[config.mk]
export PLATFORM = sky130hd
export DESIGN_NAME = swm2_cfg
export DESIGN_NICKNAME = d
export VERILOG_FILES = /design/src/swm2_pkg.sv /design/src/swm2_cfg.sv
export SDC_FILE = /design/constraint.sdc
export NUM_CORES = 1
export LEC_CHECK = 0
export BUFFER_PORTS_ARGS = -buffer_cell sky130_fd_sc_hd__buf_4
export CORE_MARGIN = 4
export CORE_UTILIZATION = 45
export DETAILED_ROUTE_END_ITERATION = 10
export PLACE_DENSITY = 0.84
export SYNTH_ARGS = -nofsm -noshare
export SYNTH_HDL_FRONTEND = slang
export SYNTH_SLANG_ARGS = --single-unit
[constraint.sdc]
create_clock -name aclk -period 2.6 [get_ports aclk]
set_input_delay 0.13 -clock aclk [delete_from_list [all_inputs] [get_ports aclk]]
set_output_delay 0.13 -clock aclk [all_outputs]
set_load 0.02 [all_outputs]
[src/swm2_pkg.sv]
package swm2_pkg;

    localparam int MAX_WINDOW_DEF  = 8;
    localparam int MAX_WIDTH_DEF   = 1024;
    localparam int SAMPLE_BITS_DEF = 16;

    localparam int HEIGHT_LIMIT  = 1024;
    localparam int COORD_BITS    = 10;
    localparam int WIN_BITS      = 4;
    localparam int DIM_BITS      = 11;
    localparam int CFG_ADDR_BITS = 4;
    localparam int CFG_DATA_BITS = 32;

    localparam logic [1:0] REG_WINDOW_SIZE  = 2'd0;
    localparam logic [1:0] REG_IMAGE_WIDTH  = 2'd1;
    localparam logic [1:0] REG_IMAGE_HEIGHT = 2'd2;

    localparam logic [WIN_BITS-1:0] WINDOW_SIZE_RST = 4'd2;
    localparam logic [DIM_BITS-1:0] DIM_RST         = 11'd1024;

    // clamped register values, plus a one-cycle pulse that restarts the frame
    typedef struct packed {
        logic [WIN_BITS-1:0] k;
        logic [DIM_BITS-1:0] w;
        logic [DIM_BITS-1:0] h;
        logic                restart;
    } cfg_t;

    typedef struct packed {
        logic                  do_h;
        logic                  do_v;
        logic                  last;
        logic [COORD_BITS-1:0] out_row;
        logic [COORD_BITS-1:0] out_col;
    } item_ctl_t;

endpackage

[src/swm2_cfg.sv]
module swm2_cfg #(
    parameter int MAX_WINDOW = swm2_pkg::MAX_WINDOW_DEF,
    parameter int MAX_WIDTH  = swm2_pkg::MAX_WIDTH_DEF
) (
    input  logic                               aclk,
    input  logic                               aresetn,
    input  logic                               psel,
    input  logic                               penable,
    input  logic                               pwrite,
    input  logic [swm2_pkg::CFG_ADDR_BITS-1:0] paddr,
    input  logic [swm2_pkg::CFG_DATA_BITS-1:0] pwdata,
    output logic [swm2_pkg::CFG_DATA_BITS-1:0] prdata,
    output swm2_pkg::cfg_t                     cfg
);

    logic [swm2_pkg::WIN_BITS-1:0] window_size_reg;
    logic [swm2_pkg::DIM_BITS-1:0] image_width_reg;
    logic [swm2_pkg::DIM_BITS-1:0] image_height_reg;
    logic                          wr_en;
    logic [1:0]                    reg_idx;
    logic                          reg_hit;

    assign reg_idx = paddr[3:2];
    assign wr_en   = psel && penable && pwrite;
    assign reg_hit = (reg_idx == swm2_pkg::REG_WINDOW_SIZE) ||
                     (reg_idx == swm2_pkg::REG_IMAGE_WIDTH) ||
                     (reg_idx == swm2_pkg::REG_IMAGE_HEIGHT);

    always_ff @(posedge aclk) begin
        if (!aresetn) begin
            window_size_reg  <= swm2_pkg::WINDOW_SIZE_RST;
            image_width_reg  <= swm2_pkg::DIM_RST;
            image_height_reg <= swm2_pkg::DIM_RST;
        end else if (wr_en) begin
            unique case (reg_idx)
                swm2_pkg::REG_WINDOW_SIZE: begin
                    window_size_reg <= pwdata[swm2_pkg::WIN_BITS-1:0];
                end
                swm2_pkg::REG_IMAGE_WIDTH: begin
                    image_width_reg <= pwdata[swm2_pkg::DIM_BITS-1:0];
                end
                swm2_pkg::REG_IMAGE_HEIGHT: begin
                    image_height_reg <= pwdata[swm2_pkg::DIM_BITS-1:0];
                end
                default: begin
                end
            endcase
        end
    end

    always_comb begin
        unique case (reg_idx)
            swm2_pkg::REG_WINDOW_SIZE:  prdata = swm2_pkg::CFG_DATA_BITS'(window_size_reg);
            swm2_pkg::REG_IMAGE_WIDTH:  prdata = swm2_pkg::CFG_DATA_BITS'(image_width_reg);
            swm2_pkg::REG_IMAGE_HEIGHT: prdata = swm2_pkg::CFG_DATA_BITS'(image_height_reg);
            default:                    prdata = '0;
        endcase
    end

    always_comb begin
        if (window_size_reg == '0) begin
            cfg.k = swm2_pkg::WIN_BITS'(1);
        end else if (32'(window_size_reg) > MAX_WINDOW) begin
            cfg.k = swm2_pkg::WIN_BITS'(MAX_WINDOW);
        end else begin
            cfg.k = window_size_reg;
        end

        if (image_width_reg == '0) begin
            cfg.w = swm2_pkg::DIM_BITS'(1);
        end else if (32'(image_width_reg) > MAX_WIDTH) begin
            cfg.w = swm2_pkg::DIM_BITS'(MAX_WIDTH);
        end else begin
            cfg.w = image_width_reg;
        end

        if (image_height_reg == '0) begin
            cfg.h = swm2_pkg::DIM_BITS'(1);
        end else if (32'(image_height_reg) > swm2_pkg::HEIGHT_LIMIT) begin
            cfg.h = swm2_pkg::DIM_BITS'(swm2_pkg::HEIGHT_LIMIT);
        end else begin
            cfg.h = image_height_reg;
        end

        cfg.restart = wr_en && reg_hit;
    end

endmodule

==> summary.txt <==
Yosys
  • Post-synth EDFFs: 0
  • Main combinational cell family by area after synthesis: simple AND/OR/NAND/NOR gates
  • XOR/XNOR Fraction of Synth Area: 0%
  • Cells after Synth: 186
  • Register bit total from synthesis: 26
  • Fraction of registers with async set/reset: 0%
  • Most frequent cell after synthesis: nand2_1
  • Post-synthesis cell type count: 24
  • Post-synth top cells: nand2_1, mux2i_1, dfxtp_1, buf_4, nor2b_1
  • Yosys warns: 0
  • Synthesized area: 1560 sq um
  • Synth Area in Compound Gates: 7.47%
  • Adder-cell share of the synthesized area: 0%
  • Area leader, netlist: dfxtp_1
  • Post-synthesis mux area share: 18.6%
  • Simple-gate share of the synthesized area: 25.0%
  • Syn Area/Cell: 8.37 sq um
  • Share of the synthesized area in the top cell type: 33.4%
  • Top FF cell, synth: dfxtp_1
  • Sequential area share after synthesis: 33.4%
  • Top post-synthesis cells by area: dfxtp_1, mux2i_1, buf_4, nand2_1, nor2b_1

Power
  • Int Pwr: 602 uW
  • Sequential power share: 50.7%
  • Clock power share: 34.6%
  • Worst VDD drop: 0.000291 V
  • Switching Share: 25.6%
  • NetSw: 208 uW
  • Leakage: 0.000901 uW
  • Comb pwr share: 14.6%
  • Power density cells: 420 nW/um^2

Route
  • ANT nets after route: 0
  • Routed WL: 3690 um
  • Routed wl met3: 318 um
  • Top layer in use: met4
  • Via density: 4.94
  • DRC violation count after routing: 0
  • Vias: 1363
  • Met1 wire length: 1590 um
  • First-pass DRT Iterations: 4
  • Routed wl met2: 1730 um
  • Drt wl/cell: 13.4 um
  • Iteration-0 DRC Markers: 50

Die
  • Initial Util: 46.7%
  • Core Region: 3340 sq um
  • DIE HEIGHT: 66.8 um
  • # IOs: 100
  • Die Area: 4470 sq um
  • Row cnt: 21
  • Die Width: 66.8 um

GRT
  • Initial antenna violation count: 0
  • GRT Total Usage: 16.3%
  • Vias in the first global route: 1211
  • Overflow after GRT: 0
  • Largest net degree at the start of global routing: 35
  • First-pass GRT wire length: 5710 um

Clocking
  • Setup bufs post-CTS: 0
  • CTS root buf: clkbuf_4
  • CTS Buffer Depth: 2
  • TritonCTS Buffers: 3
  • Clock sink count: 26
  • Clk slew on worst S/H paths: 0.14 ns
  • Post-CTS resize count: 0
  • Hold_buf cts: 0
  • CTS tree: done
  • H-tree levels: 1
  • Worst skew pair latency: 0.32 ns

Final layout
  • Final nets: 272
  • Final core occ: 57.8%
  • Diode count: 0
  • Area added between synthesis and finish: 23.9%
  • Layout cells sized above 1: 28.3%

Worst setup path
  • Worst-path fanout max: 4
  • Crit path DAT: 1.40 ns
  • Critical setup path kind: reg2out
  • Worst Path Required: 2.47 ns
  • CP endpoint kind: output pin
  • Startpoint Class: flip-flop

STA
  • Worst slew pin tran: 0.610 ns
  • Slew Viols, Final: 0
  • Unrepaired setup endpoints after global routing: no
  • Min cycle time layout: 1.53 ns
  • Fin. Hold Viols: 0
  • Final setup skew: 0 ns
  • Final setup viols: 0
  • Final period utilization: 59.0%
  • Fmax: 652 MHz
  • Setup TNS: 0 ns
  • Rel. slew slack: 59.3%

Place
  • Number of I/O port buffers: 55
  • HPWL Detailed: 2690 um
  • GP Congestion: 0.825

Worst hold path
  • Hold Path Class: in2reg

Status
  • Status: complete, no violations

Run
  • Max Cap Viol: 0
-- critical path: stages (launching register included) --
cell     delay (ns)
dfxtp_1        0.38
nor4_1         0.31
a31oi_1        0.13
nor2_1         0.10
buf_4          0.16
-- cell usage in the layout (no fill, tap or decap), types with 2 or more instances in the layout --
master / count
a22o_1: 7
a31oi_1: 2
buf_4: 56
clkbuf_4: 3
conb_1: 21
dfxtp_1: 26
mux2i_1: 29
nand2_1: 37
nor2_1: 10
nor2b_1: 21
nor3_1: 2
nor4_1: 2
o21ai_0: 4
-- cell type report --
cell class,instances,area [sq um]
Fill cell,304,1410
Multi-Input combinational cell,143,875
Sequential cell,26,520
Timing Repair Buffer,56,420
Tap cell,46,57.6
Clock inverter,1,30.0
Clock buffer,3,22.5
Inverter,1,3.75
-- kinds of logic (layout without fill, tap and decap cells) --
| logic type | after synthesis | count (layout) |
|---|---|---|
| simple gates | 77 | 77 |
| buf+inv | 37 | 61 |
| mux | 29 | 29 |
| flops | 26 | 26 |
| compound gates | 16 | 16 |
| other cells | 1 | 21 |
-- power by group through the flow --
stage | combinational, uW | clock [uW] | sequential (uW)
CTS | 118 | 282 | 410
global placement | 117 | 0 | 419
global route | 129 | 297 | 412
floorplan | 108 | 0 | 416
finish | 119 | 281 | 411
detailed placement | 118 | 0 | 419
-- final timing paths --
kind	from	end	slack (ns)	cells after the start
worst min register to register	image_width_reg[4]$_SDFFE_PN0P_	image_width_reg[4]$_SDFFE_PN0P_	0.50	2
worst min-delay path	pwdata[1]	window_size_reg[1]$_SDFFE_PN1P_	0.003	2
worst max register to register	image_width_reg[10]$_SDFFE_PN1P_	image_width_reg[10]$_SDFFE_PN1P_	1.63	2
worst max-delay path	image_width_reg[7]$_SDFFE_PN0P_	cfg[12]	1.07	4
-- metal layers --
| metal | up-vias | track usage [%] |
|---|---|---|
| li1 | 666 | - |
| met1 | 636 | 21.1 |
| met2 | 56 | 28.1 |
| met3 | 5 | 2.19 |
| met4 | 0 | 4.82 |
| met5 | - | 0 |
-- stage by stage --
| step | hold WS [ns] | setup slack, ns | std cells | area, sq um | total power (uW) |
|---|---|---|---|---|---|
| floorplan | 0.248 | 1.51 | 206 | 1630 | 524 |
| global placement | 0.347 | 1.14 | 272 | 1880 | 536 |
| detailed placement | 0.349 | 1.12 | 272 | 1880 | 537 |
| CTS | 0.00766 | 1.06 | 276 | 1930 | 810 |
| global route | 0.00397 | 0.954 | 276 | 1930 | 837 |
| finish | 0.00328 | 1.07 | 276 | 1930 | 810 |
(Power assumes the default switching activity.)
