$ cat config.mk
export PLATFORM = sky130hd
export DESIGN_NAME = swm2_row_max
export DESIGN_NICKNAME = d
export VERILOG_FILES = /design/src/swm2_pkg.sv /design/src/swm2_row_max.sv
export SDC_FILE = /design/constraint.sdc
export NUM_CORES = 1
export LEC_CHECK = 0
export BUFFER_PORTS_ARGS = -buffer_cell sky130_fd_sc_hd__buf_4
export CORE_ASPECT_RATIO = 0.7
export CORE_MARGIN = 2
export CORE_UTILIZATION = 50
export CTS_CLUSTER_DIAMETER = 80
export DETAILED_ROUTE_END_ITERATION = 8
export HOLD_SLACK_MARGIN = 0.03
export PLACE_DENSITY = 0.76
export SYNTH_ARGS = -nofsm -noshare
export SYNTH_HDL_FRONTEND = slang
export SYNTH_SLANG_ARGS = --single-unit
export TNS_END_PERCENT = 1
$ cat constraint.sdc
create_clock -name aclk -period 25.8 [get_ports aclk]
set_clock_uncertainty 0.1 [all_clocks]
set_input_delay 1.29 -clock aclk [delete_from_list [all_inputs] [get_ports aclk]]
set_output_delay 1.29 -clock aclk [all_outputs]
set_load 0.05 [all_outputs]
$ cat src/swm2_pkg.sv
package swm2_pkg;

    localparam int MAX_WINDOW_DEF  = 8;
    localparam int MAX_WIDTH_DEF   = 1024;
    localparam int SAMPLE_BITS_DEF = 16;

    localparam int HEIGHT_LIMIT  = 1024;
    localparam int COORD_BITS    = 10;
    localparam int WIN_BITS      = 4;
    localparam int DIM_BITS      = 11;
    localparam int CFG_ADDR_BITS = 4;
    localparam int CFG_DATA_BITS = 32;

    localparam logic [1:0] REG_WINDOW_SIZE  = 2'd0;
    localparam logic [1:0] REG_IMAGE_WIDTH  = 2'd1;
    localparam logic [1:0] REG_IMAGE_HEIGHT = 2'd2;

    localparam logic [WIN_BITS-1:0] WINDOW_SIZE_RST = 4'd2;
    localparam logic [DIM_BITS-1:0] DIM_RST         = 11'd1024;

    // clamped register values, plus a one-cycle pulse that restarts the frame
    typedef struct packed {
        logic [WIN_BITS-1:0] k;
        logic [DIM_BITS-1:0] w;
        logic [DIM_BITS-1:0] h;
        logic                restart;
    } cfg_t;

    typedef struct packed {
        logic                  do_h;
        logic                  do_v;
        logic                  last;
        logic [COORD_BITS-1:0] out_row;
        logic [COORD_BITS-1:0] out_col;
    } item_ctl_t;

endpackage

$ cat src/swm2_row_max.sv
module swm2_row_max #(
    parameter int MAX_WINDOW  = swm2_pkg::MAX_WINDOW_DEF,
    parameter int MAX_WIDTH   = swm2_pkg::MAX_WIDTH_DEF,
    parameter int SAMPLE_BITS = swm2_pkg::SAMPLE_BITS_DEF,
    localparam int CW         = $clog2(MAX_WIDTH),
    localparam int LINE_ROWS  = (MAX_WINDOW > 1) ? MAX_WINDOW - 1 : 1,
    localparam int SW         = (LINE_ROWS > 1) ? $clog2(LINE_ROWS) : 1
) (
    input  logic                          aclk,
    input  logic                          aresetn,
    input  swm2_pkg::cfg_t                cfg,
    input  logic                          in_valid,
    output logic                          in_ready,
    input  logic signed [SAMPLE_BITS-1:0] in_sample,
    output logic                          st_valid,
    input  logic                          st_ready,
    output logic signed [SAMPLE_BITS-1:0] st_hmax,
    output logic [CW-1:0]                 st_col,
    output logic [SW-1:0]                 st_slot,
    output swm2_pkg::item_ctl_t           st_ctl
);

    logic [CW-1:0]                   col_reg;
    logic [swm2_pkg::COORD_BITS-1:0] row_reg;
    logic [SW-1:0]                   slot_reg;
    logic signed [SAMPLE_BITS-1:0]   hist_reg [MAX_WINDOW];
    logic                            valid_reg;
    logic [CW-1:0]                   col1_reg;
    logic [SW-1:0]                   slot1_reg;
    swm2_pkg::item_ctl_t             ctl_reg;
    swm2_pkg::item_ctl_t             ctl_next;
    logic                            accept;
    logic                            col_last;
    logic                            row_last;
    logic                            slot_last;

    assign in_ready = !valid_reg || st_ready;
    assign accept   = in_valid && in_ready;

    assign col_last  = (32'(col_reg) + 1) >= 32'(cfg.w);
    assign row_last  = (32'(row_reg) + 1) >= 32'(cfg.h);
    assign slot_last = (32'(slot_reg) + 1) >= LINE_ROWS;

    always_comb begin
        ctl_next.do_h    = (32'(cfg.w) >= 32'(cfg.k)) && ((32'(col_reg) + 1) >= 32'(cfg.k));
        ctl_next.do_v    = ctl_next.do_h && (32'(cfg.h) >= 32'(cfg.k)) &&
                           ((32'(row_reg) + 1) >= 32'(cfg.k));
        ctl_next.last    = row_last && col_last;
        ctl_next.out_row = swm2_pkg::COORD_BITS'(32'(row_reg) + 1 - 32'(cfg.k));
        ctl_next.out_col = swm2_pkg::COORD_BITS'(32'(col_reg) + 1 - 32'(cfg.k));
    end

    always_ff @(posedge aclk) begin
        if (!aresetn) begin
            col_reg   <= '0;
            row_reg   <= '0;
            slot_reg  <= '0;
            valid_reg <= 1'b0;
        end else begin
            if (cfg.restart) begin
                col_reg  <= '0;
                row_reg  <= '0;
                slot_reg <= '0;
            end else if (accept) begin
                col_reg <= col_last ? '0 : col_reg + 1'b1;
                if (col_last) begin
                    row_reg  <= row_last ? '0 : row_reg + 1'b1;
                    slot_reg <= (row_last || slot_last) ? '0 : slot_reg + 1'b1;
                end
            end
            if (in_ready) begin
                valid_reg <= in_valid;
            end
        end
    end

    // hist_reg[0] is the sample held in this stage, higher taps are older ones
    always_ff @(posedge aclk) begin
        if (accept) begin
            hist_reg[0] <= in_sample;
            for (int j = 1; j < MAX_WINDOW; j++) begin
                hist_reg[j] <= hist_reg[j-1];
            end
            col1_reg  <= col_reg;
            slot1_reg <= slot_reg;
            ctl_reg   <= ctl_next;
        end
    end

    always_comb begin
        st_hmax = hist_reg[0];
        for (int j = 1; j < MAX_WINDOW; j++) begin
            if ((j < 32'(cfg.k)) && (hist_reg[j] > st_hmax)) begin
                st_hmax = hist_reg[j];
            end
        end
    end

    assign st_valid = valid_reg;
    assign st_col   = col1_reg;
    assign st_slot  = slot1_reg;
    assign st_ctl   = ctl_reg;

endmodule

==> out/qor.yml <==
run_status:
  status: "finished, final reports clean"
critical_path:
  cpPeakStageDelay_ns: 0.62
  start_kind: "register"
  worstSetupPathType: "reg -> out"
  crit_top_cell: "a21oi_1"
  critPathArrivalTime_ns: 19.92
  cp.required_ns: 24.41
  critPathMaxFanout: 31
  slowest_stage: "o31ai_1"
  cp-end-kind: "primary output"
timing:
  grt_setup_unrepaired: "no"
  fin_setup_tns_ns: 0
  min_period_over_period_pct: 82.59
  tightest_slew_ns: 1.145
  finalSetupViolCount: 0
  hold_viol_final: 0
  hold_ws_ns: 0.3544
  relSlewSlack_pct: 23.54
  finalMaxSlewViolations: 0
  fmax_mhz: 46.93
  layout_min_cycle_time_ns: 21.31
synth:
  synthCells: 1186
  ys_top_cells_by_area: "edfxtp_1 40%, ha_1 15%, a21oi_1 4.4%"
  synthMuxAreaShare_pct: 2.241
  synth_compound_area_share_pct: 16.18
  synth_top_family_by_area: "compound AO/OA/AOI/OAI gates"
  netlist_top_cells_count: "164 x edfxtp_1, 146 x ha_1, 109 x inv_1"
  seq_area_frac_synth_pct: 44.20
  synth-adder-area-share_pct: 15.26
  yosysMostFrequentCell: "edfxtp_1"
  synth_xor_area_share_pct: 2.722
  synth_edf_count: 164
  synthArstFlopShare_pct: 0
  yosys.area.top_type: "edfxtp_1"
  yosysTopAreaCellShare_pct: 40.27
  synthSimpleGateAreaFrac_pct: 14.63
  synth_area_sq_um: 12230
  syn_nets: 1381
  synthFlopType: "edfxtp_1"
  ys_types: 85
  yosysWarnings: 0
  ys_ff_latch: 188
  syn_avg_cell_area_sq_um: 10.31
global_routing:
  met2_usage_pct: 32.23
  track_usage_pct: 22.12
  grt_pass1_wl_um: 45200
  overflow: 0
  grt_max_degree: 117
  grt_util_met3_pct: 3.768
  busiest_layer: "met1"
  grt_use_met1_pct: 33.71
  first_global_vias: 8764
  antenna_found_initial: 0
route:
  drcViolationCount: 0
  wl_um: 27770
  drtAntennaViolNets: 0
  drt_iter0_drc: 839
  detail_route.wl_per_cell_um: 17.28
  num_vias: 9370
  drt_first_pass_iters: 6
  vias_per_cell: 5.831
cells_and_area:
  syn_to_final_growth_pct: 13.13
  nets: 1471
  drive_above_1_share_pct: 13.27
  n_antenna_cell: 0
  largest_register_ffs: 128
clocking:
  clkSlewWorstSetupHoldPaths_ns: 0.07
  cts_hold_buf: 0
  cts_root_buf: "clkbuf_16"
  clock_latency_ns: 0.44
  cts_buffers: 17
  clock_sinks: 188
  postCtsSetupBuffers: 0
  cts_resized: 0
  max-clock-path-buffers: 2
  tritoncts: "built"
  h-tree-depth: 4
floorplanning:
  coreArea_sq_um: 23820
  die_area_sq_um: 25750
  die_h_um: 134.8
  pin_count: 101
  die-width_um: 190.9
  start_util_pct: 51.35
  rows: 47
min_path:
  hold_class: "reg -> reg"
flow_run:
  cap_viol_max_count: 0
power:
  p_leak_nw: 5.896
  vdd_ir_drop_max_mv: 0.1906
  power_mw: 1.583
  p_per_area_nw_per_um2: 114.5
placed_design:
  hpwl_um: 20950
  port_buffers: 100
  globalplace.congestion: 0.9004
-- cells in the final DEF (no fill, tap or decap), types with 29 or more instances in the layout --
cell type / netlist / final
nor2_1: 76 / 76
nand3_1: 30 / 30
inv_1: 109 / 109
nand2_1: 72 / 72
a21oi_1: 107 / 107
ha_1: 146 / 146
a31oi_1: 32 / 32
edfxtp_1: 164 / 164
o21ai_0: 49 / 49
buf_4: 0 / 105
a21o_1: 29 / 29
-- critical path: cells and delay by family (launching register included) --
family / cells / cell delay (ns)
simple gates: 30 / 7.15
buf+inv: 7 / 1.21
mux: 2 / 0.59
fa+ha+maj: 7 / 2.22
compound gates: 42 / 7.84
flops: 1 / 0.42
-- metal layers --
metal	up-vias	part of all wire [%]
li1	4609	-
met1	4399	49
met2	324	43
met3	38	5.9
met4	0	1.7
met5	-	0
-- final cells by class --
class	count	area (sq um)
repair buffers	105	788.3
flip-flops and latches	188	5405
clock buffers	20	436.7
inverters	110	417.9
multi-input cells	854	6252
well taps	318	397.9
fillers	2001	9982
clock inverters	12	136.4
-- worst paths after layout --
kind	start	slack, ns	end	cells past startpoint
setup reg to reg	col_reg[0]$_SDFFE_PP0P_	21.07	slot_reg[2]$_SDFFE_PP0P_	21
setup / recovery	hist_reg[0][7]$_DFFE_PP_	4.49	st_hmax[2]	88
hold / removal	hist_reg[0][32]$_DFFE_PP_	0.35	hist_reg[0][48]$_DFFE_PP_	0
hold reg to reg	hist_reg[0][32]$_DFFE_PP_	0.35	hist_reg[0][48]$_DFFE_PP_	0
-- power breakdown --
part	internal, mW	switching, mW	total, mW
Sequential	0.351	0.0131	0.364
Combinational	0.338	0.619	0.957
Clock	0.144	0.119	0.263
Total	0.833	0.751	1.58
-- cells by family (layout without fill, tap and decap cells) --
group / Yosys count / in the layout
mux: 26 / 26
xor+xnor: 38 / 38
fa+ha+maj: 148 / 148
compound gates: 304 / 304
flops: 188 / 188
simple gates: 338 / 338
buf+inv: 144 / 247
-- metrics by stage --
stage / util (%) / std cells / setup slack [ns] / instance area [sq um]
2_1_floorplan: - / 1186 / 6.413 / 12230
3_3_place_gp: 55.68 / 1575 / 5.686 / 13260
3_5_place_dp: 55.68 / 1575 / 5.041 / 13260
4_1_cts: 58.09 / 1607 / 4.744 / 13830
5_1_grt: 58.09 / 1607 / 2.669 / 13830
6_report: 58.09 / 1607 / 4.492 / 13830
Note: power is estimated with default switching activity, not from simulation.
